==> config.mk <==
export PLATFORM = sky130hd
export DESIGN_NAME = key_value_record_parser
export DESIGN_NICKNAME = d
export VERILOG_FILES = /design/src/sv/kvrp_pkg.sv /design/src/sv/kvrp_core.sv /design/src/sv/key_value_record_parser.sv
export SDC_FILE = /design/constraint.sdc
export NUM_CORES = 1
export LEC_CHECK = 0
export ABC_AREA = 1
export BUFFER_PORTS_ARGS = -buffer_cell sky130_fd_sc_hd__buf_2
export CAP_MARGIN = 10
export CORE_MARGIN = 1.5
export CORE_UTILIZATION = 53
export DETAILED_ROUTE_END_ITERATION = 10
export HOLD_SLACK_MARGIN = 0.06
export PLACE_DENSITY = 0.72
export SYNTH_ARGS = -nofsm -noshare
export SYNTH_HDL_FRONTEND = slang
export SYNTH_HIERARCHICAL = 1
export SYNTH_SLANG_ARGS = --single-unit
==> constraint.sdc <==
create_clock -name aclk -period 19.2 [get_ports aclk]
set_input_delay 3.84 -clock aclk [delete_from_list [all_inputs] [get_ports aclk]]
set_output_delay 3.84 -clock aclk [all_outputs]
set_load 0.01 [all_outputs]
==> src/sv/kvrp_pkg.sv <==
package kvrp_pkg;

    // Parse phases; the error phases hold the sticky error.
    typedef enum logic [3:0] {
        PH_START    = 4'd0,
        PH_KLEN     = 4'd1,
        PH_DLEN     = 4'd2,
        PH_KEY      = 4'd3,
        PH_DASH     = 4'd4,
        PH_GT       = 4'd5,
        PH_DATA     = 4'd6,
        PH_NL       = 4'd7,
        PH_DONE     = 4'd8,
        PH_ERR_CHAR = 4'd9,
        PH_ERR_LEN  = 4'd10,
        PH_ERR_END  = 4'd11
    } phase_t;

    typedef enum logic [2:0] {
        KIND_FRAME = 3'd0,
        KIND_KEY   = 3'd1,
        KIND_DATA  = 3'd2,
        KIND_REC   = 3'd3,
        KIND_DONE  = 3'd4,
        KIND_ERR   = 3'd5,
        KIND_IGN   = 3'd6
    } kind_t;

    typedef enum logic [1:0] {
        ERR_NONE = 2'd0,
        ERR_CHAR = 2'd1,
        ERR_LEN  = 2'd2,
        ERR_END  = 2'd3
    } err_t;

    // Classification of one transaction, passed from the parser core.
    typedef struct packed {
        kind_t kind;
        err_t  err;
    } ctrl_t;

    localparam logic [7:0] CH_PLUS  = 8'h2B;
    localparam logic [7:0] CH_COMMA = 8'h2C;
    localparam logic [7:0] CH_DASH  = 8'h2D;
    localparam logic [7:0] CH_COLON = 8'h3A;
    localparam logic [7:0] CH_GT    = 8'h3E;
    localparam logic [7:0] CH_NL    = 8'h0A;
    localparam logic [7:0] CH_ZERO  = 8'h30;
    localparam logic [7:0] CH_NINE  = 8'h39;

    function automatic err_t phase_err(input phase_t ph);
        err_t e;
        e = ERR_NONE;
        unique case (ph)
            PH_ERR_CHAR: e = ERR_CHAR;
            PH_ERR_LEN:  e = ERR_LEN;
            PH_ERR_END:  e = ERR_END;
            default:     e = ERR_NONE;
        endcase
        return e;
    endfunction

endpackage

==> src/sv/kvrp_core.sv <==
module kvrp_core
    import kvrp_pkg::*;
#(
    parameter int LENGTH_WIDTH     = 31,
    parameter int LINE_COUNT_WIDTH = 32
) (
    input  logic                        aclk,
    input  logic                        aresetn,
    input  logic                        step_en,
    input  logic [7:0]                  in_byte,
    input  logic                        end_of_input,
    output ctrl_t                       res_ctrl,
    output logic [7:0]                  res_payload,
    output logic [LENGTH_WIDTH-1:0]     res_key_length,
    output logic [LENGTH_WIDTH-1:0]     res_data_length,
    output logic [LINE_COUNT_WIDTH-1:0] res_line_number
);

    localparam int LW = LENGTH_WIDTH;
    localparam int CW = LINE_COUNT_WIDTH;

    phase_t          phase_reg, phase_next;
    logic [LW-1:0]   acc_reg, acc_next;
    logic            seen_reg, seen_next;
    logic [LW-1:0]   hkey_reg, hkey_next;
    logic [LW-1:0]   hdata_reg, hdata_next;
    logic [LW-1:0]   rem_reg, rem_next;
    logic [CW-1:0]   line_reg, line_next;

    logic [3:0]      digit_full;
    logic [LW+3:0]   acc_sum;
    logic            is_digit;
    logic [7:0]      term;
    logic [LW-1:0]   rem_dec;

    // the low nibble of an ASCII digit is its value
    assign digit_full = in_byte[3:0];
    assign is_digit   = (in_byte >= CH_ZERO) && (in_byte <= CH_NINE);
    // acc * 10 + digit as (acc << 3) + (acc << 1) + digit
    assign acc_sum    = {1'b0, acc_reg, 3'b000} + {3'b000, acc_reg, 1'b0}
                      + {{LW{1'b0}}, digit_full};
    assign term       = (phase_reg == PH_KLEN) ? CH_COMMA : CH_COLON;
    assign rem_dec    = rem_reg - {{(LW-1){1'b0}}, 1'b1};

    always_comb begin
        phase_next      = phase_reg;
        acc_next        = acc_reg;
        seen_next       = seen_reg;
        hkey_next       = hkey_reg;
        hdata_next      = hdata_reg;
        rem_next        = rem_reg;
        line_next       = line_reg;
        res_ctrl.kind   = KIND_FRAME;
        res_ctrl.err    = ERR_NONE;
        res_payload     = 8'd0;
        res_key_length  = '0;
        res_data_length = '0;

        if (phase_reg == PH_START && line_reg != {CW{1'b1}}) begin
            line_next = line_reg + {{(CW-1){1'b0}}, 1'b1};
        end

        unique case (phase_reg)
            PH_DONE: begin
                res_ctrl.kind = KIND_IGN;
            end
            PH_ERR_CHAR, PH_ERR_LEN, PH_ERR_END: begin
                res_ctrl.kind = KIND_ERR;
                res_ctrl.err  = phase_err(phase_reg);
            end
            default: begin
                if (end_of_input) begin
                    phase_next = PH_ERR_END;
                end else begin
                    unique case (phase_reg)
                        PH_START: begin
                            if (in_byte == CH_NL) begin
                                phase_next    = PH_DONE;
                                res_ctrl.kind = KIND_DONE;
                            end else if (in_byte == CH_PLUS) begin
                                acc_next   = '0;
                                seen_next  = 1'b0;
                                phase_next = PH_KLEN;
                            end else begin
                                phase_next = PH_ERR_CHAR;
                            end
                        end
                        PH_KLEN, PH_DLEN: begin
                            if (in_byte == term) begin
                                if (!seen_reg) begin
                                    phase_next = PH_ERR_CHAR;
                                end else begin
                                    acc_next  = '0;
                                    seen_next = 1'b0;
                                    if (phase_reg == PH_KLEN) begin
                                        hkey_next  = acc_reg;
                                        phase_next = PH_DLEN;
                                    end else begin
                                        hdata_next = acc_reg;
                                        rem_next   = hkey_reg;
                                        phase_next = (hkey_reg != '0) ? PH_KEY : PH_DASH;
                                    end
                                end
                            end else if (!is_digit) begin
                                phase_next = PH_ERR_CHAR;
                            end else if (acc_sum[LW+3:LW] != 4'd0) begin
                                phase_next = PH_ERR_LEN;
                            end else begin
                                acc_next  = acc_sum[LW-1:0];
                                seen_next = 1'b1;
                            end
                        end
                        PH_KEY: begin
                            rem_next      = rem_dec;
                            res_ctrl.kind = KIND_KEY;
                            res_payload   = in_byte;
                            if (rem_dec == '0) begin
                                phase_next = PH_DASH;
                            end
                        end
                        PH_DASH: begin
                            phase_next = (in_byte == CH_DASH) ? PH_GT : PH_ERR_CHAR;
                        end
                        PH_GT: begin
                            if (in_byte == CH_GT) begin
                                rem_next   = hdata_reg;
                                phase_next = (hdata_reg != '0) ? PH_DATA : PH_NL;
                            end else begin
                                phase_next = PH_ERR_CHAR;
                            end
                        end
                        PH_DATA: begin
                            rem_next      = rem_dec;
                            res_ctrl.kind = KIND_DATA;
                            res_payload   = in_byte;
                            if (rem_dec == '0) begin
                                phase_next = PH_NL;
                            end
                        end
                        PH_NL: begin
                            if (in_byte == CH_NL) begin
                                phase_next      = PH_START;
                                res_ctrl.kind   = KIND_REC;
                                res_key_length  = hkey_reg;
                                res_data_length = hdata_reg;
                            end else begin
                                phase_next = PH_ERR_CHAR;
                            end
                        end
                        default: begin
                            phase_next = PH_START;
                        end
                    endcase
                end
                // a fresh error reports on this transaction too
                if (phase_next == PH_ERR_CHAR || phase_next == PH_ERR_LEN
                    || phase_next == PH_ERR_END) begin
                    res_ctrl.kind = KIND_ERR;
                    res_ctrl.err  = phase_err(phase_next);
                end
            end
        endcase
        res_line_number = line_next;
    end

    always_ff @(posedge aclk) begin
        if (!aresetn) begin
            phase_reg <= PH_START;
            acc_reg   <= '0;
            seen_reg  <= 1'b0;
            hkey_reg  <= '0;
            hdata_reg <= '0;
            rem_reg   <= '0;
            line_reg  <= '0;
        end else if (step_en) begin
            phase_reg <= phase_next;
            acc_reg   <= acc_next;
            seen_reg  <= seen_next;
            hkey_reg  <= hkey_next;
            hdata_reg <= hdata_next;
            rem_reg   <= rem_next;
            line_reg  <= line_next;
        end
    end

endmodule

==> src/sv/key_value_record_parser.sv <==
// Channel  | Dir | tdata (low bit up)                                   | tuser
// s_ input | in  | in_byte[7:0]                                         | end_of_input
// m_ out   | out | payload_byte, error_code, key_length, data_length,  | kind[2:0]
//          |     | line_number, zero fill to whole bytes                |
//
// One transaction is taken per cycle while m_tready does not stall; each input
// yields exactly one result, via an input register and then the parser core's
// single combinational pass into the result register. The parse state sits
// in the core and advances only when the input register moves into the result
// register. aresetn is synchronous, active low; it clears the phase, counters
// and valids. A stalled m_tready holds the result; an empty input register
// still fills, and s_tready drops while the input register holds a transaction.
module key_value_record_parser
    import kvrp_pkg::*;
#(
    parameter int LENGTH_WIDTH     = 31,
    parameter int LINE_COUNT_WIDTH = 32
) (
    input  logic                   aclk,
    input  logic                   aresetn,
    input  logic                   s_tvalid,
    output logic                   s_tready,
    input  logic [7:0]             s_tdata,   // in_byte
    input  logic [0:0]             s_tuser,   // end_of_input
    output logic                   m_tvalid,
    input  logic                   m_tready,
    // payload_byte, error_code, key_length, data_length, line_number
    output logic [((10 + 2*LENGTH_WIDTH + LINE_COUNT_WIDTH + 7) / 8) * 8 - 1:0] m_tdata,
    output logic [2:0]             m_tuser    // kind
);

    localparam int LW      = LENGTH_WIDTH;
    localparam int CW      = LINE_COUNT_WIDTH;
    localparam int USED_W  = 10 + 2*LW + CW;
    localparam int TDATA_W = ((USED_W + 7) / 8) * 8;
    localparam int PAD_W   = TDATA_W - USED_W;

    // input register
    logic          in_valid_reg;
    logic [7:0]    in_byte_reg;
    logic          in_eoi_reg;

    // result register
    logic          out_valid_reg;
    ctrl_t         out_ctrl_reg;
    logic [7:0]    out_payload_reg;
    logic [LW-1:0] out_klen_reg;
    logic [LW-1:0] out_dlen_reg;
    logic [CW-1:0] out_line_reg;

    ctrl_t         res_ctrl;
    logic [7:0]    res_payload;
    logic [LW-1:0] res_klen;
    logic [LW-1:0] res_dlen;
    logic [CW-1:0] res_line;

    logic          step_en;

    // advance when the result register is empty or being drained
    assign step_en  = in_valid_reg && (!out_valid_reg || m_tready);
    assign s_tready = !in_valid_reg || step_en;

    kvrp_core #(
        .LENGTH_WIDTH     (LW),
        .LINE_COUNT_WIDTH (CW)
    ) u_core (
        .aclk            (aclk),
        .aresetn         (aresetn),
        .step_en         (step_en),
        .in_byte         (in_byte_reg),
        .end_of_input    (in_eoi_reg),
        .res_ctrl        (res_ctrl),
        .res_payload     (res_payload),
        .res_key_length  (res_klen),
        .res_data_length (res_dlen),
        .res_line_number (res_line)
    );

    // control: valids
    always_ff @(posedge aclk) begin
        if (!aresetn) begin
            in_valid_reg  <= 1'b0;
            out_valid_reg <= 1'b0;
        end else begin
            if (s_tready) begin
                in_valid_reg <= s_tvalid;
            end
            if (step_en) begin
                out_valid_reg <= 1'b1;
            end else if (m_tready) begin
                out_valid_reg <= 1'b0;
            end
        end
    end

    // payload: no reset needed
    always_ff @(posedge aclk) begin
        if (s_tready && s_tvalid) begin
            in_byte_reg <= s_tdata;
            in_eoi_reg  <= s_tuser[0];
        end
        if (step_en) begin
            out_ctrl_reg    <= res_ctrl;
            out_payload_reg <= res_payload;
            out_klen_reg    <= res_klen;
            out_dlen_reg    <= res_dlen;
            out_line_reg    <= res_line;
        end
    end

    assign m_tvalid = out_valid_reg;
    assign m_tuser  = out_ctrl_reg.kind;
    assign m_tdata  = {{PAD_W{1'b0}}, out_line_reg, out_dlen_reg, out_klen_reg,
                       out_ctrl_reg.err, out_payload_reg};

endmodule

==> metrics.txt <==
outcome=finished, final reports clean; DRC=0; routed vias/inst=5.544; worst slack at placement=around 11 ns; Port Buf Inserts=121; layout cells sized above 1=0.1051; PD cells=roughly 80 mW/mm²; GRT overflow=0; RR Endpoint=u_core/rem_reg[11]$_SDFFE_PN0P_; area of the multi-input gates=just under 0.007 mm²; clk_lat worst skew=approximately 0.54 ns; Synth top area share=0.2329; slowest cell delay on critical path=approximately 0.16 ns; Post-DP HPWL=just under 30000 µm; die area=0.02924 mm²; initial antenna violation count=0; CP delay by family, top=buffers and inverters; Final Setup Violations=0; fmax=approximately 0.12 GHz; cts repair resizes=0; Critical Path Start=m_tready; Sw Pwr=0.3352 mW; post-synthesis mux area share=0; Worst-path clk slew=approximately 0.06 ns; GPL Wtd Cong=~0.95; area grow syn2layout=11.67%; CTS buffer count=27; top post-synthesis cells by area=edfxtp_1 23%, dfxtp_1 22%, nand2_1 7.9%; largest net degree at the start of global routing=between 100 and 150; hold_buf cts=0; Post-Synth Simple-Gate Area=0.2102; Worst path depth=4; Final Max Slew Viols=0; FF-to-FF setup slack=~15 ns; startpoint types=input pin; cell mode on critical path=buf_2; synth unique cells=51; crit path max fanout=3; CP required=around 15 ns; row count=61; cell area after synthesis=between 0.01 and 0.015 mm²; Fill cells=about 2.6k; setup ws final=~11 ns; Synth Area in Adders=0.05621; Pre-antenna DRT Iters=7; H-tree depth=1; GRT Total Usage=0.2723; ANT cells=0; CTS tree=built; Core ar.=approximately 0.028 mm²; min-delay worst type=reg -> reg; CP max-delay cell=buf_2; Cell Chain, Critical Path=buf_2 > inv_1 > nand3_2 > buf_2; fin crit share=0.4253; crit path buf inv count=3; Synth area leader=edfxtp_1; post-synthesis xor/xnor area fraction=0.03689; Post-DRT Antenna Nets=0; total wire length=about 40000 µm; main combinational cell family by area after synthesis=simple AND/OR/NAND/NOR gates; leakage=approximately 7.3 nW; clock period minus worst slack=roughly 8.2 ns; Layout Skew=approximately 0.015 ns; Final TNS setup=0 ns; synthesized net count=1991; IO Pins=about 120; synthesized area per cell=7.824 µm²; R2R cell count=11; reg-to-reg startpoint=in_eoi_reg$_DFFE_PP_; Sequential Power Share=0.486; clock sink total=about 280; global-route wire length before repair=62880 µm; Reg area=0.006746 mm²; Wirelength per Cell=16.82 µm; die width=roughly 170 µm; Nets=2076; Synth Area in Compound Gates=0.1547; Cell Int Power=about 1 mW; Critical Path End Type=primary output; CTS max path bufs=3; Post-Syn Instances=1912; Clk pwr share=0.405; yosys warns=6; RSZ-0062 raised after global routing=no; root buf cell=clkbuf_16; logic gate share of total power=0.108; post-CTS setup buffers=0; VDD IR max=approximately 67 µV; Initial Utilization=0.5385; Slew HR=0.1900; Fin. Hold Viols=0; CP Capture Point=s_tready; Worst Path Arrival=4.33 ns; via count=around 13k; DIE HEIGHT=between 150 and 200 µm; sequential area share after synthesis=0.4510; number of synthesized register bits=~280; vias in the first global route=between 10k and 15k; max_cap viols=0; number of DRC markers in iteration 0=between 1k and 1.5k; WS Path Type=in -> out; Sw Ratio=0.2503; measured slew at the worst slew-check pin=1.215 ns
[logic make-up after synthesis]
group                      Yosys count
and+or+nand+nor                    731
buffers and inverters              349
adders and majority gates           66
DFF                                279
AOI/OAI and AO/OA                  424
xor gates and xnor gates            63
[cell type report]
cell class | count | share of cell area
Clock buffer | 43 | 0.04749
Clock inverter | 6 | 0.006666
Inverter | 274 | 0.06157
Multi-Input combinational cell | 1284 | 0.4114
Sequential cell | 279 | 0.4039
Tap cell | 378 | 0.02831
Timing Repair Buffer | 131 | 0.04075
[power by group through the flow]
| stage | registers (mW) | logic [mW] | clock network (mW) |
|---|---|---|---|
| after detailed placement | 0.664 | 0.142 | 0 |
| after floorplan | 0.668 | 0.0986 | 0 |
| final | 0.651 | 0.145 | 0.542 |
| after global placement | 0.664 | 0.141 | 0 |
| after CTS | 0.651 | 0.143 | 0.551 |
| after global routing | 0.653 | 0.161 | 0.573 |
[cells in the final DEF, fill, tap and decap left out, types with 3 or more instances in the layout]
cell / instances
nand2_1: 315
inv_1: 262
nor2_1: 197
a21oi_1: 182
dfxtp_1: 163
o21ai_0: 155
buf_2: 121
edfxtp_1: 116
nor3_1: 80
nand3_1: 68
ha_1: 64
xor2_1: 52
clkbuf_16: 27
nand4_1: 24
o22ai_1: 18
nor4_1: 16
a22oi_1: 14
a31oi_1: 14
inv_2: 12
xnor2_1: 11
buf_4: 10
a211oi_1: 10
clkbuf_1: 9
nand2_2: 9
o21bai_1: 6
clkbuf_8: 5
nor2_2: 5
o21ai_1: 4
bufinv_16: 3
nand3b_1: 3
o21a_1: 3
a221oi_1: 3
[synth_stat cells (all sizes together)]
| cell type | count |
|---|---|
| a21oi | 184 |
| dfxtp | 163 |
| clkbuf | 60 |
| xor2 | 52 |
| o21ai | 159 |
| a31oi | 14 |
| o221ai | 2 |
| and2 | 2 |
| a22oi | 14 |
| nand2 | 324 |
| edfxtp | 116 |
| o21a | 4 |
| nor3b | 2 |
| a31o | 2 |
| a2111oi | 1 |
| o31ai | 2 |
| nand4 | 24 |
| nand3 | 70 |
| o21bai | 6 |
| nand3b | 3 |
| nor3 | 82 |
| a221oi | 3 |
| a21o | 2 |
| fa | 2 |
| or2 | 3 |
| a41oi | 2 |
| buf | 15 |
| inv | 274 |
| nor2 | 203 |
| ha | 64 |
| and3 | 1 |
| nor4 | 17 |
| o22ai | 18 |
| xnor2 | 11 |
| a211oi | 11 |
[layer usage]
layer  routed length (µm)  global-route usage  share of wire  vias to the layer above
met3                 2797             0.04048          0.069                       60
met2                18240              0.4288           0.45                      456
met4                  827             0.06865          0.021                        0
li1                     -                   -              -                     6563
met1                18430              0.3914           0.46                     6200
met5                    0                   0              0                        -
[worst register-to-register path: stages, from the launching register on]
cell and delay, ns:
edfxtp_1 0.55, nor2_4 0.58, inv_2 0.54, nor2_1 0.47
nand3_1 0.12, a21oi_1 0.12, o21ai_1 0.11, buf_4 0.25
inv_1 0.88, o221ai_1 0.29, a21oi_1 0.18, a211oi_1 0.05
[worst min path at each step]
| stage | from | cells after the start | to |
|---|---|---|---|
| 2_1_floorplan | u_core/hdata_reg[6]$_SDFFE_PN0P_ | 2 | u_core/hdata_reg[6]$_SDFFE_PN0P_ |
| 3_3_place_gp | in_valid_reg$_SDFFE_PN0P_ | 2 | in_valid_reg$_SDFFE_PN0P_ |
| 3_5_place_dp | u_core/hdata_reg[16]$_SDFFE_PN0P_ | 2 | u_core/hdata_reg[16]$_SDFFE_PN0P_ |
| 4_1_cts | u_core/hdata_reg[16]$_SDFFE_PN0P_ | 2 | u_core/hdata_reg[16]$_SDFFE_PN0P_ |
| 5_1_grt | u_core/hdata_reg[16]$_SDFFE_PN0P_ | 2 | u_core/hdata_reg[16]$_SDFFE_PN0P_ |
| 6_report | in_valid_reg$_SDFFE_PN0P_ | 2 | in_valid_reg$_SDFFE_PN0P_ |
[metrics by stage]
step	util	hold slack (ns)	instances	area, µm²	power, mW
6_report	0.6013	0.5093	2395	16700	1.339
5_1_grt	0.6013	0.5390	2395	16700	1.387
4_1_cts	0.6013	0.5068	2395	16700	1.345
3_5_place_dp	0.5687	0.4963	2346	15800	0.8065
3_3_place_gp	0.5687	0.4810	2346	15800	0.8044
2_1_floorplan	-	0.4586	1912	14960	0.7662
No activity file was read; power rests on OpenSTA's default activity.
